===== src/tvg_pkg.sv =====
// ----------------------------------------------------------------------------
// tvg_pkg
// Shared types, command codes and CORDIC constants for the turtle vector
// generator.
// ----------------------------------------------------------------------------
package tvg_pkg;

    // Command codes on the operation field
    typedef enum logic [2:0] {
        OP_SET_POSE = 3'd0,
        OP_FORWARD  = 3'd1,
        OP_BACKWARD = 3'd2,
        OP_RIGHT    = 3'd3,
        OP_LEFT     = 3'd4,
        OP_PEN      = 3'd5,
        OP_RESET    = 3'd6
    } t_op;

    // Work handed from the front to the back
    typedef enum logic [1:0] {
        JOB_SETPOS = 2'd0,
        JOB_FWD    = 2'd1,
        JOB_BWD    = 2'd2
    } t_job_kind;

    typedef struct packed {
        t_job_kind   kind;
        logic [31:0] a;        // new x, or move distance
        logic [31:0] b;        // new y
        logic [15:0] heading;  // heading at the time of the move
        logic        pen;      // pen state at the time of the move
    } t_job;

    // One drawn line segment
    typedef struct packed {
        logic [31:0] sx;
        logic [31:0] sy;
        logic [31:0] ex;
        logic [31:0] ey;
    } t_seg;

    // CORDIC gain compensation, 1/K scaled by 2^32
    localparam logic [31:0] GAIN_Q32 = 32'd2608131496;

    // Quarter turn and half turn in binary angle units
    localparam logic [15:0] QUARTER_TURN = 16'd16384;
    localparam logic [15:0] HALF_TURN    = 16'd32768;

    // atan(2^-i) in units of 2^-32 of a turn
    function automatic logic [31:0] atan_turn32(input logic [4:0] idx);
        logic [31:0] v;
        begin
            case (idx)
                5'd0:    v = 32'd536870912;
                5'd1:    v = 32'd316933406;
                5'd2:    v = 32'd167458907;
                5'd3:    v = 32'd85004756;
                5'd4:    v = 32'd42667331;
                5'd5:    v = 32'd21354465;
                5'd6:    v = 32'd10679838;
                5'd7:    v = 32'd5340245;
                5'd8:    v = 32'd2670163;
                5'd9:    v = 32'd1335087;
                5'd10:   v = 32'd667544;
                5'd11:   v = 32'd333772;
                5'd12:   v = 32'd166886;
                5'd13:   v = 32'd83443;
                5'd14:   v = 32'd41722;
                5'd15:   v = 32'd20861;
                5'd16:   v = 32'd10430;
                5'd17:   v = 32'd5215;
                5'd18:   v = 32'd2608;
                5'd19:   v = 32'd1304;
                5'd20:   v = 32'd652;
                5'd21:   v = 32'd326;
                5'd22:   v = 32'd163;
                5'd23:   v = 32'd81;
                default: v = 32'd0;
            endcase
            return v;
        end
    endfunction

endpackage


===== src/tvg_fifo.sv =====
// ----------------------------------------------------------------------------
// tvg_fifo
// Small register-based first-in first-out queue with full and empty flags.
// ----------------------------------------------------------------------------
module tvg_fifo #(
    parameter int WIDTH = 8,
    parameter int DEPTH = 2
) (
    input  logic             i_clk,
    input  logic             i_rst_n,
    input  logic             i_push,
    input  logic [WIDTH-1:0] i_wdata,
    output logic             o_full,
    input  logic             i_pop,
    output logic [WIDTH-1:0] o_rdata,
    output logic             o_empty
);
    localparam int AW = (DEPTH > 1) ? $clog2(DEPTH) : 1;
    localparam int CW = $clog2(DEPTH + 1);

    logic [WIDTH-1:0] r_mem [DEPTH];
    logic [AW-1:0]    r_wr, n_wr;
    logic [AW-1:0]    r_rd, n_rd;
    logic [CW-1:0]    r_count, n_count;
    logic             w_push_en;
    logic             w_pop_en;

    assign o_full    = (r_count == CW'(DEPTH));
    assign o_empty   = (r_count == '0);
    assign w_push_en = i_push && !o_full;
    assign w_pop_en  = i_pop && !o_empty;
    assign o_rdata   = r_mem[r_rd];

    // Pointer and count update
    always_comb begin
        n_wr    = r_wr;
        n_rd    = r_rd;
        n_count = r_count;
        if (w_push_en) begin
            n_wr = (r_wr == AW'(DEPTH - 1)) ? '0 : r_wr + 1'b1;
        end
        if (w_pop_en) begin
            n_rd = (r_rd == AW'(DEPTH - 1)) ? '0 : r_rd + 1'b1;
        end
        if (w_push_en && !w_pop_en) begin
            n_count = r_count + 1'b1;
        end else if (!w_push_en && w_pop_en) begin
            n_count = r_count - 1'b1;
        end
    end

    always_ff @(posedge i_clk) begin
        if (!i_rst_n) begin
            r_wr    <= '0;
            r_rd    <= '0;
            r_count <= '0;
        end else begin
            r_wr    <= n_wr;
            r_rd    <= n_rd;
            r_count <= n_count;
        end
    end

    // Storage
    always_ff @(posedge i_clk) begin
        if (w_push_en) begin
            r_mem[r_wr] <= i_wdata;
        end
    end

endmodule


===== src/tvg_front.sv =====
// ----------------------------------------------------------------------------
// tvg_front
// Command decoder: keeps heading and pen state, and forwards position work
// (set pose, moves, reset pose) to the back end as jobs.
// ----------------------------------------------------------------------------
module tvg_front import tvg_pkg::*; (
    input  logic        i_clk,
    input  logic        i_rst_n,
    input  logic        i_accept,
    input  logic [2:0]  i_operation,
    input  logic [31:0] i_new_x,
    input  logic [31:0] i_new_y,
    input  logic [15:0] i_angle,
    input  logic [31:0] i_distance,
    input  logic        i_pen_down,
    output t_job        o_job,
    output logic        o_job_push
);
    logic [15:0] r_heading, n_heading;
    logic        r_pen, n_pen;

    // Decode one item
    always_comb begin
        n_heading     = r_heading;
        n_pen         = r_pen;
        o_job_push    = 1'b0;
        o_job.kind    = JOB_SETPOS;
        o_job.a       = i_distance;
        o_job.b       = i_new_y;
        o_job.heading = r_heading;
        o_job.pen     = r_pen;
        case (t_op'(i_operation))
            OP_SET_POSE: begin
                o_job_push = i_accept;
                o_job.a    = i_new_x;
                n_heading  = i_angle;
            end
            OP_FORWARD: begin
                o_job_push = i_accept;
                o_job.kind = JOB_FWD;
            end
            OP_BACKWARD: begin
                o_job_push = i_accept;
                o_job.kind = JOB_BWD;
            end
            OP_RIGHT: begin
                n_heading = r_heading - i_angle;
            end
            OP_LEFT: begin
                n_heading = r_heading + i_angle;
            end
            OP_PEN: begin
                n_pen = i_pen_down;
            end
            OP_RESET: begin
                o_job_push = i_accept;
                o_job.a    = '0;
                o_job.b    = '0;
                n_heading  = '0;
            end
            default: begin
                // unused code: no effect
            end
        endcase
    end

    always_ff @(posedge i_clk) begin
        if (!i_rst_n) begin
            r_heading <= '0;
            r_pen     <= 1'b0;
        end else if (i_accept) begin
            r_heading <= n_heading;
            r_pen     <= n_pen;
        end
    end

endmodule


===== src/tvg_back.sv =====
// ----------------------------------------------------------------------------
// tvg_back
// Position engine: applies set-pose jobs, runs an iterative CORDIC rotation
// for moves, saturates the new position and emits segments with pen down.
// ----------------------------------------------------------------------------
module tvg_back import tvg_pkg::*; #(
    parameter int CORDIC_STAGES = 16,
    parameter int FRAC_BITS     = 16
) (
    input  logic i_clk,
    input  logic i_rst_n,
    input  t_job i_job,
    input  logic i_job_valid,
    output logic o_job_pop,
    output t_seg o_seg,
    output logic o_seg_push,
    input  logic i_seg_full
);
    localparam int DW = 34 + FRAC_BITS;     // rotation datapath width
    localparam int ZW = 34;                 // angle accumulator width
    localparam int RW = 35;                 // rounded delta width
    localparam int NW = 37;                 // position sum width
    localparam int IW = $clog2(CORDIC_STAGES);
    localparam int PS = 32 - FRAC_BITS;     // product to datapath shift
    localparam logic signed [64:0] PROD_HALF = 65'sd1 <<< (PS - 1);
    localparam logic signed [DW:0] X_HALF    = (DW + 1)'(1) <<< (FRAC_BITS - 1);
    localparam logic [IW-1:0]      LAST_ITER = IW'(CORDIC_STAGES - 1);
    localparam logic signed [NW-1:0] POS_MAX = NW'(64'sd2147483647);
    localparam logic signed [NW-1:0] POS_MIN = NW'(-64'sd2147483648);

    typedef enum logic [2:0] {
        S_IDLE,
        S_INIT,
        S_ROT,
        S_ROUND,
        S_DONE
    } t_state;

    t_state r_state, n_state;
    logic signed [31:0] r_pos_x, n_pos_x;
    logic signed [31:0] r_pos_y, n_pos_y;

    logic signed [64:0]   r_prod;
    logic [15:0]          r_head;
    logic                 r_sub;
    logic                 r_pen;
    logic signed [DW-1:0] r_x, r_y;
    logic signed [ZW-1:0] r_z;
    logic [IW-1:0]        r_iter;
    logic signed [RW-1:0] r_dx, r_dy;

    logic signed [64:0]   w_prod;
    logic signed [64:0]   w_prod_rnd;
    logic [15:0]          w_head_q;
    logic                 w_flip;
    logic [15:0]          w_head_rot;
    logic signed [DW-1:0] w_x0;
    logic signed [ZW-1:0] w_z0;
    logic signed [DW-1:0] w_xs, w_ys;
    logic signed [ZW-1:0] w_atan;
    logic signed [DW:0]   w_xr, w_yr;
    logic signed [DW:0]   w_dx_full, w_dy_full;
    logic signed [NW-1:0] w_nx, w_ny;
    logic signed [31:0]   w_nx_sat, w_ny_sat;
    logic                 w_done_go;

    function automatic logic signed [31:0] sat32(input logic signed [NW-1:0] v);
        logic signed [31:0] r;
        begin
            if (v > POS_MAX) begin
                r = 32'sh7FFF_FFFF;
            end else if (v < POS_MIN) begin
                r = 32'sh8000_0000;
            end else begin
                r = v[31:0];
            end
            return r;
        end
    endfunction

    // Gain compensation product of the distance at the queue head
    assign w_prod = 65'($signed(i_job.a)) * 65'($signed({1'b0, GAIN_Q32}));

    // Pre-rotation: round product, fold heading into the right half-plane
    assign w_prod_rnd = (r_prod + PROD_HALF) >>> PS;
    assign w_x0       = w_prod_rnd[DW-1:0];
    assign w_head_q   = r_head + QUARTER_TURN;
    assign w_flip     = w_head_q[15];
    assign w_head_rot = w_flip ? (r_head + HALF_TURN) : r_head;
    assign w_z0       = {{2{w_head_rot[15]}}, w_head_rot, 16'h0000};

    // One rotation step
    assign w_xs   = r_x >>> r_iter;
    assign w_ys   = r_y >>> r_iter;
    assign w_atan = {2'b00, atan_turn32(5'(r_iter))};

    // Drop the extra fraction bits, half up
    assign w_xr      = (DW + 1)'(r_x) + X_HALF;
    assign w_yr      = (DW + 1)'(r_y) + X_HALF;
    assign w_dx_full = w_xr >>> FRAC_BITS;
    assign w_dy_full = w_yr >>> FRAC_BITS;

    // Position update with saturation
    assign w_nx     = r_sub ? (NW'(r_pos_x) - NW'(r_dx)) : (NW'(r_pos_x) + NW'(r_dx));
    assign w_ny     = r_sub ? (NW'(r_pos_y) - NW'(r_dy)) : (NW'(r_pos_y) + NW'(r_dy));
    assign w_nx_sat = sat32(w_nx);
    assign w_ny_sat = sat32(w_ny);

    assign w_done_go  = (r_state == S_DONE) && (!r_pen || !i_seg_full);
    assign o_job_pop  = (r_state == S_IDLE) && i_job_valid;
    assign o_seg_push = w_done_go && r_pen;
    assign o_seg      = '{sx: r_pos_x, sy: r_pos_y, ex: w_nx_sat, ey: w_ny_sat};

    // Sequencer
    always_comb begin
        n_state = r_state;
        n_pos_x = r_pos_x;
        n_pos_y = r_pos_y;
        case (r_state)
            S_IDLE: begin
                if (i_job_valid) begin
                    case (i_job.kind)
                        JOB_SETPOS: begin
                            n_pos_x = $signed(i_job.a);
                            n_pos_y = $signed(i_job.b);
                        end
                        JOB_FWD, JOB_BWD: begin
                            n_state = S_INIT;
                        end
                        default: begin
                            // unknown job: dropped
                        end
                    endcase
                end
            end
            S_INIT: begin
                n_state = S_ROT;
            end
            S_ROT: begin
                if (r_iter == LAST_ITER) begin
                    n_state = S_ROUND;
                end
            end
            S_ROUND: begin
                n_state = S_DONE;
            end
            S_DONE: begin
                if (w_done_go) begin
                    n_pos_x = w_nx_sat;
                    n_pos_y = w_ny_sat;
                    n_state = S_IDLE;
                end
            end
            default: begin
                n_state = S_IDLE;
            end
        endcase
    end

    always_ff @(posedge i_clk) begin
        if (!i_rst_n) begin
            r_state <= S_IDLE;
            r_pos_x <= '0;
            r_pos_y <= '0;
        end else begin
            r_state <= n_state;
            r_pos_x <= n_pos_x;
            r_pos_y <= n_pos_y;
        end
    end

    // Rotation datapath
    always_ff @(posedge i_clk) begin
        case (r_state)
            S_IDLE: begin
                r_prod <= w_prod;
                r_head <= i_job.heading;
                r_sub  <= (i_job.kind == JOB_BWD);
                r_pen  <= i_job.pen;
            end
            S_INIT: begin
                r_x    <= w_flip ? -w_x0 : w_x0;
                r_y    <= '0;
                r_z    <= w_z0;
                r_iter <= '0;
            end
            S_ROT: begin
                if (!r_z[ZW-1]) begin
                    r_x <= r_x - w_ys;
                    r_y <= r_y + w_xs;
                    r_z <= r_z - w_atan;
                end else begin
                    r_x <= r_x + w_ys;
                    r_y <= r_y - w_xs;
                    r_z <= r_z + w_atan;
                end
                r_iter <= r_iter + 1'b1;
            end
            S_ROUND: begin
                r_dx <= w_dx_full[RW-1:0];
                r_dy <= w_dy_full[RW-1:0];
            end
            default: begin
                // hold
            end
        endcase
    end

endmodule


===== src/turtle_vector_generator_top.sv =====
// Turtle vector generator. Turns, pen and unused commands stay in the decoder.
// Set pose / reset pose: one item per cycle through the job queue while the
// position engine is idle. Move: the engine steps through its init, rotation,
// round and done states on the single shared shift-add rotation unit; a full
// segment queue can hold it in the done state before the segment is pushed.
// Synchronous active-low reset clears pose, pen state and both queues.
// ----------------------------------------------------------------------------
// turtle_vector_generator_top
// Front decoder, job queue, position engine and segment queue.
// ----------------------------------------------------------------------------
module turtle_vector_generator_top import tvg_pkg::*; #(
    parameter int CORDIC_STAGES = 16,
    parameter int FRAC_BITS     = 16
) (
    input  logic               i_clk,
    input  logic               i_rst_n,
    input  logic               push,
    output logic               full,
    input  logic [2:0]         i_operation,
    input  logic signed [31:0] i_new_x,
    input  logic signed [31:0] i_new_y,
    input  logic [15:0]        i_angle,
    input  logic signed [31:0] i_distance,
    input  logic               i_pen_down,
    output logic               empty,
    input  logic               pop,
    output logic signed [31:0] o_start_x,
    output logic signed [31:0] o_start_y,
    output logic signed [31:0] o_end_x,
    output logic signed [31:0] o_end_y
);
    localparam int JOB_DEPTH = 2;
    localparam int SEG_DEPTH = 2;

    logic w_accept;
    t_job w_job_in, w_job_head;
    logic w_job_push, w_job_full, w_job_empty, w_job_pop;
    logic [$bits(t_job)-1:0] w_job_rdata;
    t_seg w_seg_in, w_seg_out;
    logic w_seg_push, w_seg_full;
    logic [$bits(t_seg)-1:0] w_seg_rdata;

    assign full     = w_job_full;
    assign w_accept = push && !w_job_full;

    // Command decode
    tvg_front u_front (
        .i_clk       (i_clk),
        .i_rst_n     (i_rst_n),
        .i_accept    (w_accept),
        .i_operation (i_operation),
        .i_new_x     (i_new_x),
        .i_new_y     (i_new_y),
        .i_angle     (i_angle),
        .i_distance  (i_distance),
        .i_pen_down  (i_pen_down),
        .o_job       (w_job_in),
        .o_job_push  (w_job_push)
    );

    // Queue between decode and position engine
    tvg_fifo #(
        .WIDTH ($bits(t_job)),
        .DEPTH (JOB_DEPTH)
    ) u_job_q (
        .i_clk   (i_clk),
        .i_rst_n (i_rst_n),
        .i_push  (w_job_push),
        .i_wdata (w_job_in),
        .o_full  (w_job_full),
        .i_pop   (w_job_pop),
        .o_rdata (w_job_rdata),
        .o_empty (w_job_empty)
    );

    assign w_job_head = t_job'(w_job_rdata);

    // Position engine
    tvg_back #(
        .CORDIC_STAGES (CORDIC_STAGES),
        .FRAC_BITS     (FRAC_BITS)
    ) u_back (
        .i_clk       (i_clk),
        .i_rst_n     (i_rst_n),
        .i_job       (w_job_head),
        .i_job_valid (!w_job_empty),
        .o_job_pop   (w_job_pop),
        .o_seg       (w_seg_in),
        .o_seg_push  (w_seg_push),
        .i_seg_full  (w_seg_full)
    );

    // Segment output queue
    tvg_fifo #(
        .WIDTH ($bits(t_seg)),
        .DEPTH (SEG_DEPTH)
    ) u_seg_q (
        .i_clk   (i_clk),
        .i_rst_n (i_rst_n),
        .i_push  (w_seg_push),
        .i_wdata (w_seg_in),
        .o_full  (w_seg_full),
        .i_pop   (pop),
        .o_rdata (w_seg_rdata),
        .o_empty (empty)
    );

    assign w_seg_out = t_seg'(w_seg_rdata);
    assign o_start_x = $signed(w_seg_out.sx);
    assign o_start_y = $signed(w_seg_out.sy);
    assign o_end_x   = $signed(w_seg_out.ex);
    assign o_end_y   = $signed(w_seg_out.ey);

    // Decoder never pushes a job into a full queue
    a_job_no_overflow: assert property (@(posedge i_clk) disable iff (!i_rst_n)
        w_job_push |-> !w_job_full)
        else $error("job pushed into full queue");

    // Engine never drops a segment on a full output queue
    a_seg_no_overflow: assert property (@(posedge i_clk) disable iff (!i_rst_n)
        w_seg_push |-> !w_seg_full)
        else $error("segment pushed into full queue");

    // Engine pops only a job that is present
    a_job_pop_valid: assert property (@(posedge i_clk) disable iff (!i_rst_n)
        w_job_pop |-> !w_job_empty)
        else $error("job popped from empty queue");

    // A segment push never directly follows a job pop
    a_seg_after_job: assert property (@(posedge i_clk) disable iff (!i_rst_n)
        w_seg_push |-> !$past(w_job_pop))
        else $error("segment without rotation");

endmodule


===== config.mk =====
export PLATFORM = sky130hd
export DESIGN_NAME = turtle_vector_generator_top
export DESIGN_NICKNAME = d
export VERILOG_FILES = /design/src/tvg_pkg.sv /design/src/tvg_fifo.sv /design/src/tvg_front.sv /design/src/tvg_back.sv /design/src/turtle_vector_generator_top.sv
export SDC_FILE = /design/constraint.sdc
export NUM_CORES = 2
export LEC_CHECK = 0
export ABC_AREA = 1
export BUFFER_PORTS_ARGS = -buffer_cell sky130_fd_sc_hd__buf_2
export CAP_MARGIN = 20
export CORE_MARGIN = 1.5
export CORE_UTILIZATION = 50
export CTS_BUF_LIST = sky130_fd_sc_hd__clkbuf_16
export DETAILED_ROUTE_END_ITERATION = 6
export GPL_TIMING_DRIVEN = 0
export PLACE_DENSITY = 0.7
export SLEW_MARGIN = 20
export SYNTH_ARGS = -nofsm -noshare
export SYNTH_HDL_FRONTEND = slang
export SYNTH_HIERARCHICAL = 1
export SYNTH_SLANG_ARGS = --single-unit

===== constraint.sdc =====
create_clock -name i_clk -period 8.75 [get_ports i_clk]
set_clock_uncertainty 0.2 [all_clocks]
set_input_delay 0.875 -clock i_clk [delete_from_list [all_inputs] [get_ports i_clk]]
set_output_delay 0.875 -clock i_clk [all_outputs]
set_load 0.01 [all_outputs]

======== Yosys cells after proc, flatten, opt, wreduce, memory -nomap -nowiden ========
Memory sizes are Yosys's and may differ from the RTL's. A register that Yosys moved wholly into a read port is not among the register bits.
Cells that the tools add are included.
W data, S select, Z words.
storage, ports and cells
  bits in registers ....................... 380
  bits in latches ......................... 0
  bits in writable memories ............... 422
  memory bits (read-only) ................. 480
  word-level logic and storage cells ...... 166
  memories kept ........................... 3
cells by class
  $add $sub $neg .......................... 27
  multipliers ............................. 1
  div/mod/pow operators ................... 0
  order comparisons ....................... 4
  equal/unequal tests ..................... 20
  shifts and indexed selects .............. 2
  multiplexer cells ....................... 50
  bitwise logic cells ..................... 0
  reduce and logical (&&, ||, !) cells .... 38
memory list
  name             words  width  rd ports  clocked after memory_dff  wr ports  RTL line        text
  (no name shown)  16     30     1         1                         0         tvg_pkg.sv:53   case (idx)
  u_seg_q.r_mem    2      128    1         1                         1         tvg_fifo.sv:21  logic [WIDTH-1:0] r_mem [DEPTH];
  u_job_q.r_mem    2      83     1         1                         1         tvg_fifo.sv:21
operators by type and width
  operator                  count
  $mux W32                  11
  $pmux W50 S2              2
  $pmux W32 S2              3
  $mux W50                  3
  $add A50 B17 Y51 const B  2
  $add A50 B50 Y50          2
  $sshr A50 B4 Y50          2
  $sub A50 B50 Y50          2
  $gt A37 B32 Y1 const B    2
  $lt A37 B32 Y1 const B    2
  $mux W37                  2
  $add A32 B35 Y36          2
  $sub A32 B35 Y36          2
  $pmux W34 S2              1
  $add A65 B17 Y65 const B  1
  $pmux W16 S4              1
  $mul A32 B30 Y62 const B  1
  $neg A49 Y50              1
  $add A34 B33 Y34          1
  $mux W34                  1
  $sub A34 B33 Y34          1
  $add A16 B15 Y16 const B  1
  $add A16 B16 Y16          1
  $add A16 B16 Y16 const B  1
  other kinds (32)          94

======== Depth between registers and ports, before layout ========
  depth in word-level cells ............... 10
  mapped depth ............................ 37

======== Modules after synthesis ========
The synthesis kept the hierarchy.
modules (own cells, without submodules)
  module                       instances  cells an instance  area each (µm²)
  tvg_back                     1          8845               61057.3
  tvg_fifo at u_seg_q          1          436                9547.9
  tvg_fifo at u_job_q          1          296                6580.1
  tvg_front                    1          509                2757.6
  turtle_vector_generator_top  1          3                  13.8

======== Worst setup path before layout ========
OpenSTA, ideal clock, no wires.
  kind .................................... reg2reg
  start point ............................. register u_back.r_state[0]
  end point ............................... memory u_seg_q/r_mem[0][0] (netlist name) (enable)
  arrival time ............................ 6.970 ns
  data required time ...................... 7.933 ns
  slack ................................... 0.963 ns
  cell stages (with the launch flop) ...... 10
  clock period less this slack ............ 7.787 ns
  cells stage by stage .................... dfxtp_1 > nor2_1 > inv_1 > nor2_1 > clkbuf_1 > buf_1 > nand2_1 > nor2_1 > o21ai_1 > nor2_1
between the ends
  cells in the longest elaborated chain, start to end .. 6
RTL lines
  element                        RTL line                           text
  from (decl)                    tvg_back.sv:39                     t_state r_state, n_state;
  from (signal assigned)         tvg_back.sv:166                    r_state <= n_state;
  $eq A3 B3 Y1                   tvg_back.sv:109                    assign w_done_go = (r_state == S_DONE) && (!r_pen || !i_seg_full);
  $logic_and A1 B1 Y1            tvg_back.sv:109
  $logic_and A1 B1 Y1            tvg_back.sv:111                    assign o_seg_push = w_done_go && r_pen;
  net w_seg_push                 turtle_vector_generator_top.sv:40  logic w_seg_push, w_seg_full;
  $logic_and A1 B1 Y1            tvg_fifo.sv:30                     assign w_push_en = i_push && !o_full;
  $mux W1                        tvg_fifo.sv:66                     if (w_push_en) begin
  $mux W1 (implied by the code)  tvg_fifo.sv:67                     r_mem[r_wr] <= i_wdata;
  to (decl)                      tvg_fifo.sv:21
The timed path passes the listed nets, and every way through them passes these cells.

==> results.txt <==
- For this block, the via count after detailed routing is 72200.
- In this run the vertical extent of the chip is 403 um.
* Count of H-tree levels built during CTS: 3
- Row generation in the floorplan step produced 146 rows.
- Iteration count of the initial detailed-routing pass: 6
- Kind of start point of the critical path: flip-flop
- Cell-by-cell trace of the critical path: buf_8 > mux2_2 > ha_1 > xor2_1 > ha_1 > fa_1 > fa_1 > fa_1 > fa_1 > fa_1 > inv_1 > fa_1 > inv_1 > ha_1 > nand2_1 > nor2_1 > inv_1 > o21ai_0 > a21oi_1 > o21ai_1 > a21boi_1 > o21ai_1 > a21oi_1 > xnor2_1
- The worst hold path begins at i_new_y[30].
- Syn_area_per_cell: 7.93 um2
- Yosys mapped a number of flops with a built-in enable equal to 698.
* Buffers on Ports: 248
* Endpoint of the worst-slack reg-to-reg timing path: u_back/r_prod[54]
* Sink Count: 822
* Fraction of the cycle the final worst path needs: 96.0%
- DR vias/cell: 5.72
- Maximum root-to-sink buffer count: 3
* Antenna violations before repair: 16
- Minimum clock period after layout: 8400 ps
- Final Non-Filler Cells: 12600
- FILL cells: 15100
- Number of pins exceeding their max-slew limit in the final report: 0
- The clock reaches the later pin of the worst-skew pair after 780 ps.
- Final setup viols: 0
- Across the run, the number of max-cap violations was 0.
- Detailed placement finished with a half-perimeter wire length of 250 mm.
- Highest net fanout along the worst path: 10
* Detailed Route WL: 301 mm
- During synthesis, Yosys emitted a total of 6 warnings.
- Setup repair after global routing left no endpoint under its margin.
- The run finished with clean final reports.
- At the worst endpoint, the arrival time is 8630 ps.
* Number of nets produced by synthesis: 11200
- The congestion estimate from routability-driven global placement came to 1.02.
* Remaining antenna violation count after routing: 0
- For this run, design rule violations remaining after detail routing come to 0.
- Type of the most critical hold path: in -> reg
* Hold violation total from the final report: 0
* Required time at the endpoint of the critical path: 8980 ps
- Critical Path Slowest Stage Cell: fa_1
* DR iter-0 viols: 7209
* Num CTS Buffers: 94
- Summed over all layers, the global routing overflow is 0.
- The die covers 162000 um2.
- Transition time at the pin with the least slew margin: 1280 ps
* Root Driver: clkbuf_16
* Depth of the worst register-to-register path: 24
* Share of cells above drive strength 1: 9.18%
* Leading register cell type out of synthesis: edfxtp_1
* Final net count: 11600
- Of all flip-flops after synthesis, the portion carrying an async set or reset was 0%.
- In this run, placement finished with an instance count of 12400.
* Overall routing resource usage: 36.5%
- For this run, the top clock speed supported by timing is 119 MHz.
* Cell count after synthesis: 10100
- After clock tree synthesis, the clock-pin slew on the worst setup and hold paths is 60 ps.
- STA classifies the critical path endpoint as a flip-flop.
- Register area share after synthesis: 29.3%
- Vias in the first global route: 70200
- Global-route wire length before repair: 441 mm
- The total area inside the core boundary comes to 159000 um2.
- After synthesis the cells add up to 80000 um2.
- Average wire per standard cell: 23.9 um
* Critical path's most frequent cell: fa_1
* Synth-to-Final Area Change: 9.66%
* Slew headroom: 14.6%
- Hold Crit Depth: 3
- Register-to-register setup slack: 350 ps
* CTS tree: yes
- Most common cell after layout, fill and taps aside: nand2_1
- The library cells used most frequently in the layout, excluding fill and tap cells, are nand2_1 (2255), inv_1 (1513), nor2_1 (915).
* Type of the worst setup path: reg -> reg
- After synthesis, the netlist uses 74 different library cells.
- The die is 403 um wide.
- FF+latch count, synth: 822
- Maximum number of pins on one net before global-route repair: 80
- Initial standard-cell utilization of the core: 50.4%
* Terminating pin of the worst hold path: u_job_q/r_mem[1][47]
- In this design, the stage delay of the slowest critical-path cell is 580 ps.
- Number of primary I/O pins: 250
kinds of logic after synthesis:
| family | count (synthesis) | synth area share [%] |
|---|---|---|
| adder cells (fa/ha/maj) | 1036 | 20.3 |
| flip-flops | 822 | 29.3 |
| multiplexers | 211 | 3.30 |
| AND/OR/NAND/NOR | 4402 | 23.3 |
| XOR/XNOR | 479 | 5.25 |
| AO/OA/AOI/OAI | 1373 | 9.57 |
| buffers and inverters | 1766 | 8.95 |
cell usage after synthesis, types with 6 or more instances:
| library cell | instances | area [um2] |
|---|---|---|
| o211ai_1 | 30 | 225 |
| nand2_2 | 41 | 257 |
| and2_1 | 7 | 43.8 |
| a21oi_1 | 590 | 2950 |
| o31ai_1 | 18 | 135 |
| a221oi_1 | 6 | 52.6 |
| a21boi_0 | 17 | 128 |
| nand2_1 | 2255 | 8460 |
| xor2_1 | 315 | 2760 |
| edfxtp_1 | 698 | 21000 |
| xnor2_1 | 164 | 1440 |
| o21ai_0 | 408 | 2040 |
| o21bai_1 | 42 | 315 |
| buf_12 | 9 | 180 |
| nor4_1 | 39 | 244 |
| o21ai_1 | 58 | 290 |
| buf_1 | 34 | 128 |
| nand3_2 | 11 | 110 |
| mux2_4 | 70 | 1050 |
| nand3_1 | 795 | 3980 |
| o21a_1 | 28 | 210 |
| nor2_4 | 11 | 124 |
| nand3b_1 | 28 | 210 |
| fa_1 | 436 | 8730 |
| inv_2 | 14 | 52.6 |
| dfxtp_1 | 124 | 2480 |
| nor3_1 | 121 | 606 |
| a31oi_1 | 81 | 507 |
| or2_2 | 30 | 188 |
| buf_2 | 70 | 350 |
| nand4_1 | 80 | 500 |
| a211oi_1 | 7 | 52.6 |
| clkbuf_1 | 95 | 357 |
| buf_6 | 20 | 225 |
| o21ai_2 | 14 | 123 |
| nor2_2 | 35 | 219 |
| a21o_1 | 36 | 270 |
| inv_1 | 1497 | 5620 |
| o221ai_1 | 6 | 52.6 |
| clkbuf_8 | 8 | 110 |
| nor2_1 | 923 | 3460 |
| mux2_2 | 141 | 1590 |
| ha_1 | 600 | 7510 |
| buf_4 | 16 | 120 |
area by class of cell:
cell class,instances,area [um2],area share (%)
Timing Repair Buffer,276,1870,2.13
Inverter,1514,5700,6.50
Tap cell,2072,2590,2.96
Sequential cell,822,23400,26.7
Antenna cell,4,10.0,0.0114
Clock inverter,78,686,0.782
Multi-Input combinational cell,7501,49500,56.4
Buffer,246,1470,1.67
Clock buffer,98,2450,2.80
critical path, delay by kind of cell, from the launching register on:
family | cells | cell delay, ps
xor+xnor | 2 | 560
buf+inv | 4 | 460
compound gates | 6 | 1210
flops | 1 | 360
mux | 1 | 550
simple gates | 2 | 280
fa+ha+maj | 9 | 4470
flip-flops by register name (all words and copies together), names as in the netlist, 2 cells and up, named ones only:
name	cells
u_seg_q/r_mem	256
u_job_q/r_mem	166
u_back/r_prod	50
u_back/r_x	50
u_back/r_y	50
u_back/r_dx	35
u_back/r_dy	35
u_back/r_z	34
u_back/r_pos_x	32
u_back/r_pos_y	32
u_back/w_atan	30
u_back/r_head	16
u_front/r_heading	16
u_back/r_iter	4
u_back/r_state	3
u_job_q/r_count	2
u_seg_q/r_count	2
per-stage QoR:
stage	setup TNS [ps]	utilization [%]	setup WS [ps]	cell area [um2]	hold slack, ps
floorplan	0	-	963	80000	224
global placement	-990970	52.8	-3830	83800	280
detailed placement	-110	53.3	-79.0	84500	287
CTS	0	55.2	2.05	87600	135
global route	0	55.3	24.6	87700	196
finish	0	55.3	352	87700	204
per-layer routing:
| layer | global-route usage, % | share of wire, % |
|---|---|---|
| met3 | 6.28 | 7.9 |
| met5 | 0 | 0.019 |
| met4 | 15.1 | 4.7 |
| met2 | 59.3 | 46 |
| met1 | 48.1 | 42 |
repair_timing:
item,CTS,global route
hold buffers,0,0
gates resized for setup,2,22
pin swaps,0,0
gates cloned,0,0
buffers inserted,0,2
setup endpoints to repair,3,14
worst max-delay path by stage:
stage,endpoint,depth (start not counted)
floorplan,u_seg_q/r_mem[0][0],9
global placement,u_seg_q/r_mem[1][82],9
detailed placement,u_back/r_prod[53],32
CTS,u_back/r_prod[54],27
global route,u_back/r_prod[60],26
finish,u_back/r_prod[54],24
Power is left out: the tool's default activity adds up to more than one toggle a clock period on the data nets, which glitch-free logic cannot reach.
